`config.mk`:
```
export PLATFORM = sky130hd
export DESIGN_NAME = sta_lta_trigger_freeze
export DESIGN_NICKNAME = d
export VERILOG_FILES = /design/src/sltf_pkg.sv /design/src/sta_lta_trigger_freeze.sv /design/src/sltf_alu.sv
export SDC_FILE = /design/constraint.sdc
export NUM_CORES = 1
export LEC_CHECK = 0
export BUFFER_PORTS_ARGS = -buffer_cell sky130_fd_sc_hd__buf_2
export CAP_MARGIN = 25
export CORE_MARGIN = 2
export CORE_UTILIZATION = 35
export DETAILED_ROUTE_END_ITERATION = 16
export RECOVER_POWER = 25
export SETUP_SLACK_MARGIN = 0.05
export SYNTH_ARGS = -nofsm -noshare
export SYNTH_HDL_FRONTEND = slang
export SYNTH_HIERARCHICAL = 1
export SYNTH_SLANG_ARGS = --single-unit
```
`constraint.sdc`:
```
create_clock -name i_clk -period 12 [get_ports i_clk]
set_clock_uncertainty 0.15 [all_clocks]
set_input_delay 0.6 -clock i_clk [delete_from_list [all_inputs] [get_ports i_clk]]
set_output_delay 0.6 -clock i_clk [all_outputs]
set_load 0.05 [all_outputs]
```
`src/sltf_pkg.sv`:
```
package sltf_pkg;

    localparam int SAMPLE_BITS_DEF = 24;
    localparam int FRAC_BITS_DEF   = 24;

    localparam int GAIN_FRAC = 24;
    localparam int GAIN_W    = GAIN_FRAC + 1;
    localparam int WARM_W    = 16;
    localparam int EVT_W     = 24;

    localparam int RATIO_W    = 24;
    localparam int RATIO_FRAC = 16;
    localparam int RATIO_SH   = RATIO_W - RATIO_FRAC;
    localparam logic [RATIO_W-1:0] RATIO_ONE = RATIO_W'(1) << RATIO_FRAC;
    localparam logic [RATIO_W-1:0] RATIO_MAX = '1;

    localparam int CFG_IDX_W  = 3;
    localparam int CFG_DATA_W = 25;

    localparam logic [CFG_IDX_W-1:0] CFG_STA_GAIN   = 3'd0;
    localparam logic [CFG_IDX_W-1:0] CFG_LTA_GAIN   = 3'd1;
    localparam logic [CFG_IDX_W-1:0] CFG_INIT_LEN   = 3'd2;
    localparam logic [CFG_IDX_W-1:0] CFG_EVENT_ON   = 3'd3;
    localparam logic [CFG_IDX_W-1:0] CFG_EVENT_OFF  = 3'd4;

    localparam logic [GAIN_W-1:0] STA_GAIN_RST  = 25'd167772;
    localparam logic [GAIN_W-1:0] LTA_GAIN_RST  = 25'd16777;
    localparam logic [WARM_W-1:0] INIT_LEN_RST  = 16'd500;
    localparam logic [EVT_W-1:0]  EVENT_ON_RST  = 24'd196608;
    localparam logic [EVT_W-1:0]  EVENT_OFF_RST = 24'd98304;

    typedef enum logic [2:0] {
        ALU_HOLD,
        ALU_LOAD,
        ALU_ADD,
        ALU_SUB,
        ALU_CHK,
        ALU_MSTEP,
        ALU_DSTEP
    } t_alu_op;

endpackage

```
`src/sta_lta_trigger_freeze.sv`:
```
// Warm-up: a divide pass sets both averages, ratio unity. Else: gain passes on the
// long-term average (not while frozen) and the short-term one, then the ratio division,
// whose quotient steps a saturated ratio skips. An earlier result still waiting
// downstream holds the final step. One bit-serial add/subtract unit does one gain bit or
// one quotient bit per cycle. One request at a time; the next is taken the cycle after
// the result is registered, also while that result still waits downstream. Synchronous
// active-low reset: registers to defaults, averages, count and freeze state to zero.
module sta_lta_trigger_freeze #(
    parameter int SAMPLE_BITS = sltf_pkg::SAMPLE_BITS_DEF,
    parameter int FRAC_BITS   = sltf_pkg::FRAC_BITS_DEF
) (
    input  logic                             i_clk,
    input  logic                             i_rst_n,
    input  logic                             i_in_valid,
    output logic                             o_in_stall,
    input  logic signed [SAMPLE_BITS-1:0]    i_sample,
    output logic                             o_out_valid,
    input  logic                             i_out_stall,
    output logic [sltf_pkg::RATIO_W-1:0]     o_ratio,
    output logic                             o_triggered,
    output logic                             o_warming_up,
    input  logic                             i_cfg_valid,
    output logic                             o_cfg_ready,
    input  logic [sltf_pkg::CFG_IDX_W-1:0]   i_cfg_index,
    input  logic [sltf_pkg::CFG_DATA_W-1:0]  i_cfg_data
);

    localparam int AVG_W  = SAMPLE_BITS - 1 + FRAC_BITS;
    localparam int LO_W   = (AVG_W > sltf_pkg::GAIN_W) ? AVG_W : sltf_pkg::GAIN_W;
    localparam int CNT_W  = $clog2(LO_W);
    localparam int GW     = sltf_pkg::GAIN_W;
    localparam int RW     = sltf_pkg::RATIO_W;
    localparam int RSH    = sltf_pkg::RATIO_SH;

    typedef enum logic [3:0] {
        S_IDLE,
        S_DIFF,
        S_DIFF2,
        S_LOAD,
        S_STEP,
        S_APPLY,
        S_RLOAD,
        S_RCHK,
        S_RSTEP,
        S_TRIG,
        S_FINISH
    } t_state;

    typedef enum logic [1:0] {
        P_WARM,
        P_LTA,
        P_STA
    } t_phase;

    t_state r_state;
    t_phase r_phase;

    logic [GW-1:0]                    r_sta_gain;
    logic [GW-1:0]                    r_lta_gain;
    logic [sltf_pkg::WARM_W-1:0]      r_init_len;
    logic [sltf_pkg::EVT_W-1:0]       r_event_on;
    logic [sltf_pkg::EVT_W-1:0]       r_event_off;

    logic [AVG_W-1:0]                 r_short;
    logic [AVG_W-1:0]                 r_long;
    logic [sltf_pkg::WARM_W-1:0]      r_warm;
    logic                             r_frozen;

    logic [AVG_W-1:0]                 r_abs;
    logic [AVG_W-1:0]                 r_d;
    logic                             r_neg;
    logic                             r_sat;
    logic [CNT_W-1:0]                 r_cnt;
    logic [RW-1:0]                    r_rres;
    logic                             r_wflag;

    logic                             r_ovalid;
    logic [RW-1:0]                    r_ratio;
    logic                             r_trig;
    logic                             r_wout;

    sltf_pkg::t_alu_op                alu_op;
    logic [AVG_W-1:0]                 alu_a;
    logic [AVG_W-1:0]                 alu_b;
    logic [LO_W-1:0]                  alu_lo_in;
    logic [AVG_W-1:0]                 alu_sum;
    logic                             alu_borrow;
    logic [AVG_W-1:0]                 alu_mres;
    logic [LO_W-1:0]                  alu_lo;

    logic [SAMPLE_BITS-1:0]           mag;
    logic [SAMPLE_BITS-2:0]           abs_val;
    logic [AVG_W-1:0]                 abs_fix;
    logic [AVG_W-1:0]                 avg_sel;
    logic [AVG_W-1:0]                 tgt_sel;
    logic [GW-1:0]                    gain_raw;
    logic [GW-1:0]                    gain_c;
    logic [AVG_W-1:0]                 warm_div;
    logic [RW-1:0]                    ratio_val;
    logic                             warm_ph;
    logic                             in_acc;

    always_comb begin
        mag      = i_sample[SAMPLE_BITS-1] ? (~i_sample + 1'b1) : i_sample;
        abs_val  = mag[SAMPLE_BITS-1] ? '1 : mag[SAMPLE_BITS-2:0];
        abs_fix  = AVG_W'(abs_val) << FRAC_BITS;
        warm_ph  = (r_phase == P_WARM);
        avg_sel  = (r_phase == P_STA) ? r_short : r_long;
        tgt_sel  = (r_phase == P_LTA) ? r_short : r_abs;
        gain_raw = (r_phase == P_LTA) ? r_lta_gain : r_sta_gain;
        gain_c   = gain_raw[GW-1] ? {1'b1, {(GW-1){1'b0}}} : gain_raw;
        warm_div = AVG_W'({1'b0, r_warm} + 17'd1);
        ratio_val = r_sat ? sltf_pkg::RATIO_MAX : alu_lo[RW-1:0];
        in_acc   = i_in_valid && (r_state == S_IDLE);
    end

    always_comb begin
        alu_op    = sltf_pkg::ALU_HOLD;
        alu_a     = '0;
        alu_b     = '0;
        alu_lo_in = '0;
        unique case (r_state)
            S_DIFF: begin
                alu_op = sltf_pkg::ALU_SUB;
                alu_a  = tgt_sel;
                alu_b  = avg_sel;
            end
            S_DIFF2: begin
                alu_op = sltf_pkg::ALU_SUB;
                alu_a  = avg_sel;
                alu_b  = tgt_sel;
            end
            S_LOAD: begin
                alu_op    = sltf_pkg::ALU_LOAD;
                alu_lo_in = warm_ph ? (LO_W'(r_d) << (LO_W - AVG_W)) : LO_W'(gain_c);
            end
            S_STEP: begin
                alu_op = warm_ph ? sltf_pkg::ALU_DSTEP : sltf_pkg::ALU_MSTEP;
                alu_b  = warm_ph ? warm_div : r_d;
            end
            S_APPLY: begin
                alu_op = r_neg ? sltf_pkg::ALU_SUB : sltf_pkg::ALU_ADD;
                alu_a  = avg_sel;
                alu_b  = warm_ph ? alu_lo[AVG_W-1:0] : alu_mres;
            end
            S_RLOAD: begin
                alu_op    = sltf_pkg::ALU_LOAD;
                alu_a     = r_short >> RSH;
                alu_lo_in = LO_W'(r_short[RSH-1:0]) << (LO_W - RSH);
            end
            S_RCHK: begin
                alu_op = sltf_pkg::ALU_CHK;
                alu_b  = r_long;
            end
            S_RSTEP: begin
                alu_op = sltf_pkg::ALU_DSTEP;
                alu_b  = r_long;
            end
            default: begin
                alu_op = sltf_pkg::ALU_HOLD;
            end
        endcase
    end

    sltf_alu #(
        .AVG_W (AVG_W),
        .LO_W  (LO_W)
    ) u_alu (
        .i_clk    (i_clk),
        .i_op     (alu_op),
        .i_a      (alu_a),
        .i_b      (alu_b),
        .i_lo     (alu_lo_in),
        .o_sum    (alu_sum),
        .o_borrow (alu_borrow),
        .o_mres   (alu_mres),
        .o_lo     (alu_lo)
    );

    always_ff @(posedge i_clk) begin
        if (!i_rst_n) begin
            r_state     <= S_IDLE;
            r_phase     <= P_WARM;
            r_ovalid    <= 1'b0;
            r_sta_gain  <= sltf_pkg::STA_GAIN_RST;
            r_lta_gain  <= sltf_pkg::LTA_GAIN_RST;
            r_init_len  <= sltf_pkg::INIT_LEN_RST;
            r_event_on  <= sltf_pkg::EVENT_ON_RST;
            r_event_off <= sltf_pkg::EVENT_OFF_RST;
            r_short     <= '0;
            r_long      <= '0;
            r_warm      <= '0;
            r_frozen    <= 1'b0;
        end else begin
            if (i_cfg_valid) begin
                unique case (i_cfg_index)
                    sltf_pkg::CFG_STA_GAIN:  r_sta_gain  <= i_cfg_data[GW-1:0];
                    sltf_pkg::CFG_LTA_GAIN:  r_lta_gain  <= i_cfg_data[GW-1:0];
                    sltf_pkg::CFG_INIT_LEN:  r_init_len  <= i_cfg_data[sltf_pkg::WARM_W-1:0];
                    sltf_pkg::CFG_EVENT_ON:  r_event_on  <= i_cfg_data[sltf_pkg::EVT_W-1:0];
                    sltf_pkg::CFG_EVENT_OFF: r_event_off <= i_cfg_data[sltf_pkg::EVT_W-1:0];
                    default: begin
                        r_event_off <= r_event_off;
                    end
                endcase
            end

            if (r_ovalid && !i_out_stall && (r_state != S_FINISH)) begin
                r_ovalid <= 1'b0;
            end

            unique case (r_state)
                S_IDLE: begin
                    if (i_in_valid) begin
                        r_abs <= abs_fix;
                        if (r_warm < r_init_len) begin
                            r_phase <= P_WARM;
                        end else if (!r_frozen) begin
                            r_phase <= P_LTA;
                        end else begin
                            r_phase <= P_STA;
                        end
                        r_state <= S_DIFF;
                    end
                end
                S_DIFF: begin
                    r_neg <= alu_borrow;
                    r_d   <= alu_sum;
                    r_state <= alu_borrow ? S_DIFF2 : S_LOAD;
                end
                S_DIFF2: begin
                    r_d     <= alu_sum;
                    r_state <= S_LOAD;
                end
                S_LOAD: begin
                    r_cnt   <= warm_ph ? CNT_W'(AVG_W - 1) : CNT_W'(GW - 1);
                    r_state <= S_STEP;
                end
                S_STEP: begin
                    if (r_cnt == '0) begin
                        r_state <= S_APPLY;
                    end else begin
                        r_cnt <= r_cnt - 1'b1;
                    end
                end
                S_APPLY: begin
                    unique case (r_phase)
                        P_WARM: begin
                            r_long  <= alu_sum;
                            r_short <= alu_sum;
                            r_warm  <= r_warm + 1'b1;
                            r_rres  <= sltf_pkg::RATIO_ONE;
                            r_wflag <= 1'b1;
                            r_state <= S_FINISH;
                        end
                        P_LTA: begin
                            r_long  <= alu_sum;
                            r_phase <= P_STA;
                            r_state <= S_DIFF;
                        end
                        default: begin
                            r_short <= alu_sum;
                            r_wflag <= 1'b0;
                            r_state <= S_RLOAD;
                        end
                    endcase
                end
                S_RLOAD: begin
                    r_state <= S_RCHK;
                end
                S_RCHK: begin
                    r_sat <= !alu_borrow;
                    r_cnt <= CNT_W'(RW - 1);
                    r_state <= alu_borrow ? S_RSTEP : S_TRIG;
                end
                S_RSTEP: begin
                    if (r_cnt == '0) begin
                        r_state <= S_TRIG;
                    end else begin
                        r_cnt <= r_cnt - 1'b1;
                    end
                end
                S_TRIG: begin
                    r_rres <= ratio_val;
                    if (!r_frozen && (ratio_val > r_event_on)) begin
                        r_frozen <= 1'b1;
                    end else if (r_frozen && (ratio_val < r_event_off)) begin
                        r_frozen <= 1'b0;
                    end
                    r_state <= S_FINISH;
                end
                S_FINISH: begin
                    if (!r_ovalid || !i_out_stall) begin
                        r_ratio  <= r_rres;
                        r_trig   <= r_frozen;
                        r_wout   <= r_wflag;
                        r_ovalid <= 1'b1;
                        r_state  <= S_IDLE;
                    end
                end
                default: begin
                    r_state <= S_IDLE;
                end
            endcase
        end
    end

    assign o_in_stall   = (r_state != S_IDLE);
    assign o_cfg_ready  = 1'b1;
    assign o_out_valid  = r_ovalid;
    assign o_ratio      = r_ratio;
    assign o_triggered  = r_trig;
    assign o_warming_up = r_wout;

    a_warm_ratio_one: assert property (@(posedge i_clk) disable iff (!i_rst_n)
        (o_out_valid && o_warming_up) |-> (o_ratio == sltf_pkg::RATIO_ONE))
        else $error("warm-up result without unity ratio");

    a_busy_after_accept: assert property (@(posedge i_clk) disable iff (!i_rst_n)
        in_acc |=> o_in_stall)
        else $error("request accepted without going busy");

    a_freeze_only_on_decision: assert property (@(posedge i_clk) disable iff (!i_rst_n)
        ($past(i_rst_n) && !$stable(r_frozen)) |-> ($past(r_state) == S_TRIG))
        else $error("trigger state changed outside the decision step");

endmodule

```
`src/sltf_alu.sv`:
```
module sltf_alu #(
    parameter int AVG_W = sltf_pkg::SAMPLE_BITS_DEF - 1 + sltf_pkg::FRAC_BITS_DEF,
    parameter int LO_W  = (AVG_W > sltf_pkg::GAIN_W) ? AVG_W : sltf_pkg::GAIN_W
) (
    input  logic              i_clk,
    input  sltf_pkg::t_alu_op i_op,
    input  logic [AVG_W-1:0]  i_a,
    input  logic [AVG_W-1:0]  i_b,
    input  logic [LO_W-1:0]   i_lo,
    output logic [AVG_W-1:0]  o_sum,
    output logic              o_borrow,
    output logic [AVG_W-1:0]  o_mres,
    output logic [LO_W-1:0]   o_lo
);

    logic [AVG_W:0]   r_hi;
    logic [LO_W-1:0]  r_lo;
    logic [AVG_W:0]   x;
    logic [AVG_W:0]   y;
    logic             sub;
    logic [AVG_W+1:0] s;
    logic             borrow;

    always_comb begin
        x   = r_hi;
        y   = '0;
        sub = 1'b0;
        unique case (i_op)
            sltf_pkg::ALU_ADD: begin
                x = {1'b0, i_a};
                y = {1'b0, i_b};
            end
            sltf_pkg::ALU_SUB: begin
                x   = {1'b0, i_a};
                y   = {1'b0, i_b};
                sub = 1'b1;
            end
            sltf_pkg::ALU_CHK: begin
                y   = {1'b0, i_b};
                sub = 1'b1;
            end
            sltf_pkg::ALU_MSTEP: begin
                y = r_lo[0] ? {1'b0, i_b} : '0;
            end
            sltf_pkg::ALU_DSTEP: begin
                x   = {r_hi[AVG_W-1:0], r_lo[LO_W-1]};
                y   = {1'b0, i_b};
                sub = 1'b1;
            end
            default: begin
                x = r_hi;
            end
        endcase
        s      = {1'b0, x} + {1'b0, y ^ {(AVG_W+1){sub}}} + {{(AVG_W+1){1'b0}}, sub};
        borrow = sub & ~s[AVG_W+1];
    end

    always_ff @(posedge i_clk) begin
        unique case (i_op)
            sltf_pkg::ALU_LOAD: begin
                r_hi <= {1'b0, i_a};
                r_lo <= i_lo;
            end
            sltf_pkg::ALU_MSTEP: begin
                r_hi <= {1'b0, s[AVG_W:1]};
                r_lo <= {s[0], r_lo[LO_W-1:1]};
            end
            sltf_pkg::ALU_DSTEP: begin
                r_hi <= borrow ? x : s[AVG_W:0];
                r_lo <= {r_lo[LO_W-2:0], ~borrow};
            end
            default: begin
                r_hi <= r_hi;
            end
        endcase
    end

    assign o_sum    = s[AVG_W-1:0];
    assign o_borrow = borrow;
    assign o_mres   = {r_hi[AVG_W-2:0], r_lo[LO_W-1]};
    assign o_lo     = r_lo;

endmodule

```
After elaboration in Yosys (flattened, before gate mapping)
Cells that the tools add are included.
- register bits after elaboration: 456
- input port bits: 57
- output and inout bits: 29
- add/subtract/negate cells: 6
- magnitude comparators: 3
- eq/ne operators: 30
- mux-type cells: 46
- bitwise logic cells: 6
- reductions and logical operators: 47
- operators by type and width (operator ; number):
    $mux 47 ; 6
    $pmux 47 s3 ; 2
    $pmux 47 s5 ; 1
    $pmux 48 s2 ; 2
    $pmux 48 s3 ; 1
    $pmux 47 s2 ; 1
    $mux 24 ; 3
    $mux 25 ; 2
    $add 48x48->49 ; 1
    $add 49x1->49 ; 1
    $mux 48 ; 1
    $pmux 24 s2 ; 1
    $xor 48x48->48 ; 1
    $pmux 4 s11 ; 1
    $add 24x1->24 const B ; 1
    $gt 24x24->1 ; 1
    $lt 24x24->1 ; 1
    $not 24->24 ; 1
    $reduce_and 2->1 ; 12
    $pmux 3 s6 ; 1
    $pmux 6 s3 ; 1
    $reduce_and 3->1 ; 6
    $add 16x1->17 const B ; 1
    $add 16x1->16 const B ; 1
    other kinds (36) ; 88

Depth between registers and ports, before layout
- depth after elaboration: 13
- depth in mapped cells: 30
- mapped depth without buffers: 23

By module
Netlist, hierarchy kept.
- modules (own cells, without submodules) (module ; times used ; cells each ; area an instance (um2) ; sequential area each (um2)):
    sta_lta_trigger_freeze ; 1 ; 2225 ; 18655.4 ; 8518.2
    sltf_alu ; 1 ; 1164 ; 9500.4 ; 2852.7

Worst setup path after synthesis
Ideal clock, no wire load.
- kind: register -> register
- from: reg r_phase[0]
- to: reg u_alu.r_lo[0] (netlist: u_alu/o_lo[0]), enable pin
- library setup time: 680 ps
- arrival time: 8602 ps
- data required time: 11170 ps
- slack: 2568 ps
- stages on the path, launching flop included: 8
- period minus slack after synthesis: 9432 ps
- cell sequence: dfxtp_1 or2_2 clkbuf_1 clkbuf_1 a21oi_1 a311oi_1 inv_1 o21ai_0
- word-level cells in the longest chain between the ends: 5
- elaborated cells between the ends (all ways): 7
- RTL lines (item ; RTL line ; source):
    from (decl) ; sta_lta_trigger_freeze.sv:56 ; t_phase r_phase;
    from (signal assigned) ; sta_lta_trigger_freeze.sv:183 ; r_phase <= P_WARM;
    from (signal assigned) ; sta_lta_trigger_freeze.sv:217 ; r_phase <= P_WARM;
    from (signal assigned) ; sta_lta_trigger_freeze.sv:219 ; r_phase <= P_LTA;
    $logic_not 2->1 (*) ; sta_lta_trigger_freeze.sv:107 ; warm_ph = (r_phase == P_WARM);
    $mux 2 (*) ; sta_lta_trigger_freeze.sv:138 ; alu_op = warm_ph ? sltf_pkg::ALU_DSTEP : sltf_pkg::ALU_MSTEP;
    $pmux 3 s6 (*) ; sta_lta_trigger_freeze.sv:122 ; unique case (r_state)
    via alu_op[0] ; sta_lta_trigger_freeze.sv:82 ; sltf_pkg::t_alu_op alu_op;
    $eq 3x1->1 or $eq 3x3->1 (tied branches) ; sltf_alu.sv:59 ; unique case (i_op)
    $reduce_bool 3->1 (no source line) (*) ; n/a ;
    to (signal assigned) ; sltf_alu.sv:62 ; r_lo <= i_lo;
    to (signal assigned) ; sltf_alu.sv:66 ; r_lo <= {s[0], r_lo[LO_W-1:1]};
    to (signal assigned) ; sltf_alu.sv:70 ; r_lo <= {r_lo[LO_W-2:0], ~borrow};
    to (decl) ; sltf_alu.sv:17 ; logic [LO_W-1:0] r_lo;
Mark *: on every way through the listed nets, which the timed path passes. The rest lies on a longest branch.
A chain may end at the register's enable or synchronous reset.

Final worst setup path
- from: reg r_phase[0]
- to: reg u_alu.r_hi[43], data pin
- word-level cells in the longest chain between the ends: 13
- elaborated cells between the ends (all ways): 31
- RTL lines (item ; RTL line ; source):
    $logic_not 2->1 (*) ; sta_lta_trigger_freeze.sv:107 ;
    $mux 2 (*) ; sta_lta_trigger_freeze.sv:138 ;
    $pmux 3 s6 (*) ; sta_lta_trigger_freeze.sv:122 ;
    via alu_op[0] ; sta_lta_trigger_freeze.sv:82 ;
    $eq 3x2->1 or $eq 3x3->1 (tied branches) ; sltf_alu.sv:28 ; unique case (i_op)
    $reduce_or 4->1 (no source line) or $reduce_or 3->1 (tied branches) ; n/a ;
    $pmux 48 s2 or $mux 1 (tied branches) ; sltf_alu.sv:28 ;
    $xor 48x48->48 ; sltf_alu.sv:54 ; s = {1'b0, x} + {1'b0, y ^ {(AVG_W+1){sub}}} + {{(AVG_W+1){1'b0}}, sub};
    $add 48x48->49 ; sltf_alu.sv:54 ;
    $add 49x1->49 ; sltf_alu.sv:54 ;
    $not 1->1 ; sltf_alu.sv:55 ; borrow = sub & ~s[AVG_W+1];
    $and 1x1->1 (*) ; sltf_alu.sv:55 ;
    via alu_borrow ; sta_lta_trigger_freeze.sv:87 ; logic alu_borrow;
    $mux 48 (*) ; sltf_alu.sv:69 ; r_hi <= borrow ? x : s[AVG_W:0];
    $pmux 48 s3 (*) ; sltf_alu.sv:59 ;
    to (signal assigned) ; sltf_alu.sv:61 ; r_hi <= {1'b0, i_a};
    to (signal assigned) ; sltf_alu.sv:69 ;
    to (signal assigned) ; sltf_alu.sv:73 ; r_hi <= r_hi;
    to (decl) ; sltf_alu.sv:16 ; logic [AVG_W:0] r_hi;
Marked as above.

==> summary.txt <==
Max-slew violation count -> 275
Seq/Total Area, Yosys -> 0.404
# port buffers -> 84
Antenna-violating nets left -> 0
Routed WL per cell -> 23.1 um
Final GP Congestion -> 0.954
# IOs -> 86
GR Overflow Total -> 0
H-tree levels -> 2
Tcrit/Tclk final -> 0.716
Antenna violations before repair -> 7
GR Util All Layers -> 0.240
CP required -> 12180 ps
Max stage delay on crit path -> 1130 ps
CTS tree -> done
Cell area after synthesis -> 28200 sq um
Vias -> 26.0k
Pre-antenna DRT Iters -> 7
Crit path max-delay family -> compound AO/OA/AOI/OAI gates
Starting Density -> 0.352
Area delta synth->final -> 9.53%
CP max FO -> 31
Yosys reg bits -> 456
DRT iter0 DRCs -> 3328
First-pass GRT wire length -> 154 mm
Critical path's slowest cell -> or2_0
Residual DRC count -> 0
Clock root buffer -> clkbuf_16
Vias in the first global route -> 24.2k
Fmax -> 116 MHz
Int Power -> 4100 uW
Num rows -> 104
Synth cell types -> 90
CP Class -> register to register
Final std cells w/o fill -> 4400
Clock latency on the worst-skew pair -> 640 ps
Max-Cap Viols -> 5
# setup viols final -> 0
Die area -> 82700 sq um
Post-DP HPWL -> 68.8 mm
Synth top area share -> 0.239
Clock Sinks -> 456
Cell mode on critical path -> nand2_1
Synthesized area per cell -> 8.31 sq um
Synth area leader -> edfxtp_1
Sw frac -> 0.472
Critical Path AT -> 8770 ps
Core Util, Final -> 0.385
Nets -> 3470
Most frequent cell after synthesis -> nand2_1
Crit path buffers/inverters -> 4
Share of post-route cells with drive strength above 1 -> 0.0809
Dominant synthesized flop cell -> dfxtp_1
Sum of negative setup slack -> 0 ps
CP endpoint kind -> register
Final hold violations -> 0
Maximum buffer depth of the clock tree -> 3
Total CTS buffers -> 48
Combinational share of power -> 0.480
CORE AREA -> 80000 sq um
Lkg Pwr -> 0.0115 uW
Power share of the clock group -> 0.204
Post-Syn Instances -> 3389
Hold crit path type -> input port to register
YS warnings -> 6
Hold-fix buffer count after cts -> 0
FFs w/ async S/R, synth -> 0
Final WL -> 102 mm
CP cell instances -> buf_4, or2_0, a21oi_1, a311oi_1, inv_1, o21ai_0, nand2_1, buf_4, nand2_1, xnor2_1, fa_1, a211oi_1, o21ai_1, o21bai_1, o221a_2, a21oi_2, a31oi_1, nand2_1, inv_1, o31ai_1, a222oi_1, o311ai_1
Failing checks -> max-capacitance violations, max-slew violations
Register share of total power -> 0.316
Clock slew at reported path FFs -> 70 ps
VDD IR max -> 0.146 mV
Place WS -> 4340 ps
PD cells -> 252 nW/um^2
Post-cts sizing count -> 0
Startpoint types -> register
Post-CTS setup buffers -> 0
Status -> finished with violations
Vias per cell -> 5.90
Die H -> 288 um
Tightest Pin Transition -> 3690 ps
RSZ-0062 raised after global routing -> false
Final WS setup -> 3410 ps
Max_slew headroom -> -1.46
Post-synth EDFFs -> 224
Post-synth net total -> 3560
Placed insts -> 4305
Synth cell count leaders -> nand2_1 (845), a21oi_1 (341), dfxtp_1 (232), edfxtp_1 (224), clkbuf_1 (196)
Final min period -> 8590 ps
Net Sw Power -> 3670 uW
Largest net degree at the start of global routing -> 76
Hold WS -> 74.2 ps
Largest cells by area after synthesis -> edfxtp_1 (24%), dfxtp_1 (16%), nand2_1 (11%)
DIE WIDTH -> 288 um
layout by cell type, fill, tap and decap left out, drive strengths merged, types with 87 or more instances in the layout:
cell type and n:
a21oi 343, a22oi 183, buf 103, clkbuf 101
dfxtp 232, edfxtp 224, ha 113, inv 111
nand2 845, nor2 158, o21ai 150, xnor2 87
power by group through the flow:
stage	Clock [uW]	Combinational, uW	Sequential [uW]
after global placement	0	3570	2460
after CTS	1600	3610	2430
after detailed placement	0	3590	2460
final	1590	3720	2450
after global routing	1660	3990	2470
after floorplan	0	2600	2320
state kept, by name, indices dropped and copies added (netlist names), 24 cells and up:
| name | count |
|---|---|
| u_alu/r_hi | 48 |
| r_d | 47 |
| r_long | 47 |
| r_short | 47 |
| u_alu/o_lo | 47 |
| r_lta_gain | 25 |
| r_sta_gain | 25 |
| o_ratio | 24 |
| r_event_off | 24 |
| r_event_on | 24 |
| r_rres | 24 |
per-stage QoR:
stage	total power (uW)	area [sq um]
after floorplan	4920	28200
after global placement	6040	29100
after detailed placement	6050	29200
after CTS	7640	30900
after global routing	8120	30800
final	7760	30800
worst min-delay path: cells and delay by family:
| kind | cells | cell delay, ps |
|---|---|---|
| AND/OR/NAND/NOR | 1 | 50 |
| AO/OA/AOI/OAI | 1 | 50 |
| buffers and inverters | 1 | 110 |
per-layer routing:
layer	wire (um)	GRT usage	share of wire
met1	43200	0.337	0.42
met2	43600	0.360	0.43
met3	11100	0.0509	0.11
met4	3820	0.0898	0.038
met5	49	0	0.00048
final timing paths:
| path | from | to | slack [ps] | cells after the start |
|---|---|---|---|---|
| setup / recovery | r_phase[0]$_SDFFE_PN0P_ | u_alu/r_hi[43]$_DFFE_PP_ | 3410 | 22 |
| setup reg to reg | r_phase[0]$_SDFFE_PN0P_ | u_alu/r_hi[43]$_DFFE_PP_ | 3410 | 22 |
| hold / removal | i_cfg_data[24] | r_lta_gain[24]$_SDFFE_PN0P_ | 70 | 3 |
| hold reg to reg | r_rres[20]$_SDFFCE_PN0P_ | o_ratio[20]$_DFFE_PP_ | 270 | 0 |
cell type report:
type,count,area (sq um)
fillers,8189,49200
multi-input cells,2544,15200
flip-flops and latches,456,11400
clock buffers,64,1330
well taps,1060,1330
repair buffers,140,832
inverters,109,410
clock inverters,25,310
diodes,2,5.00
logic make-up after synthesis:
| kind of cell | share of synthesized area |
|---|---|
| adder cells (fa/ha/maj) | 0.0509 |
| other | 0.000133 |
| flip-flops | 0.404 |
| multiplexers | 0.0314 |
| AND/OR/NAND/NOR | 0.186 |
| buffers and inverters | 0.0591 |
| XOR/XNOR | 0.0442 |
| AO/OA/AOI/OAI | 0.224 |
Power figures use the tool's default switching activity.
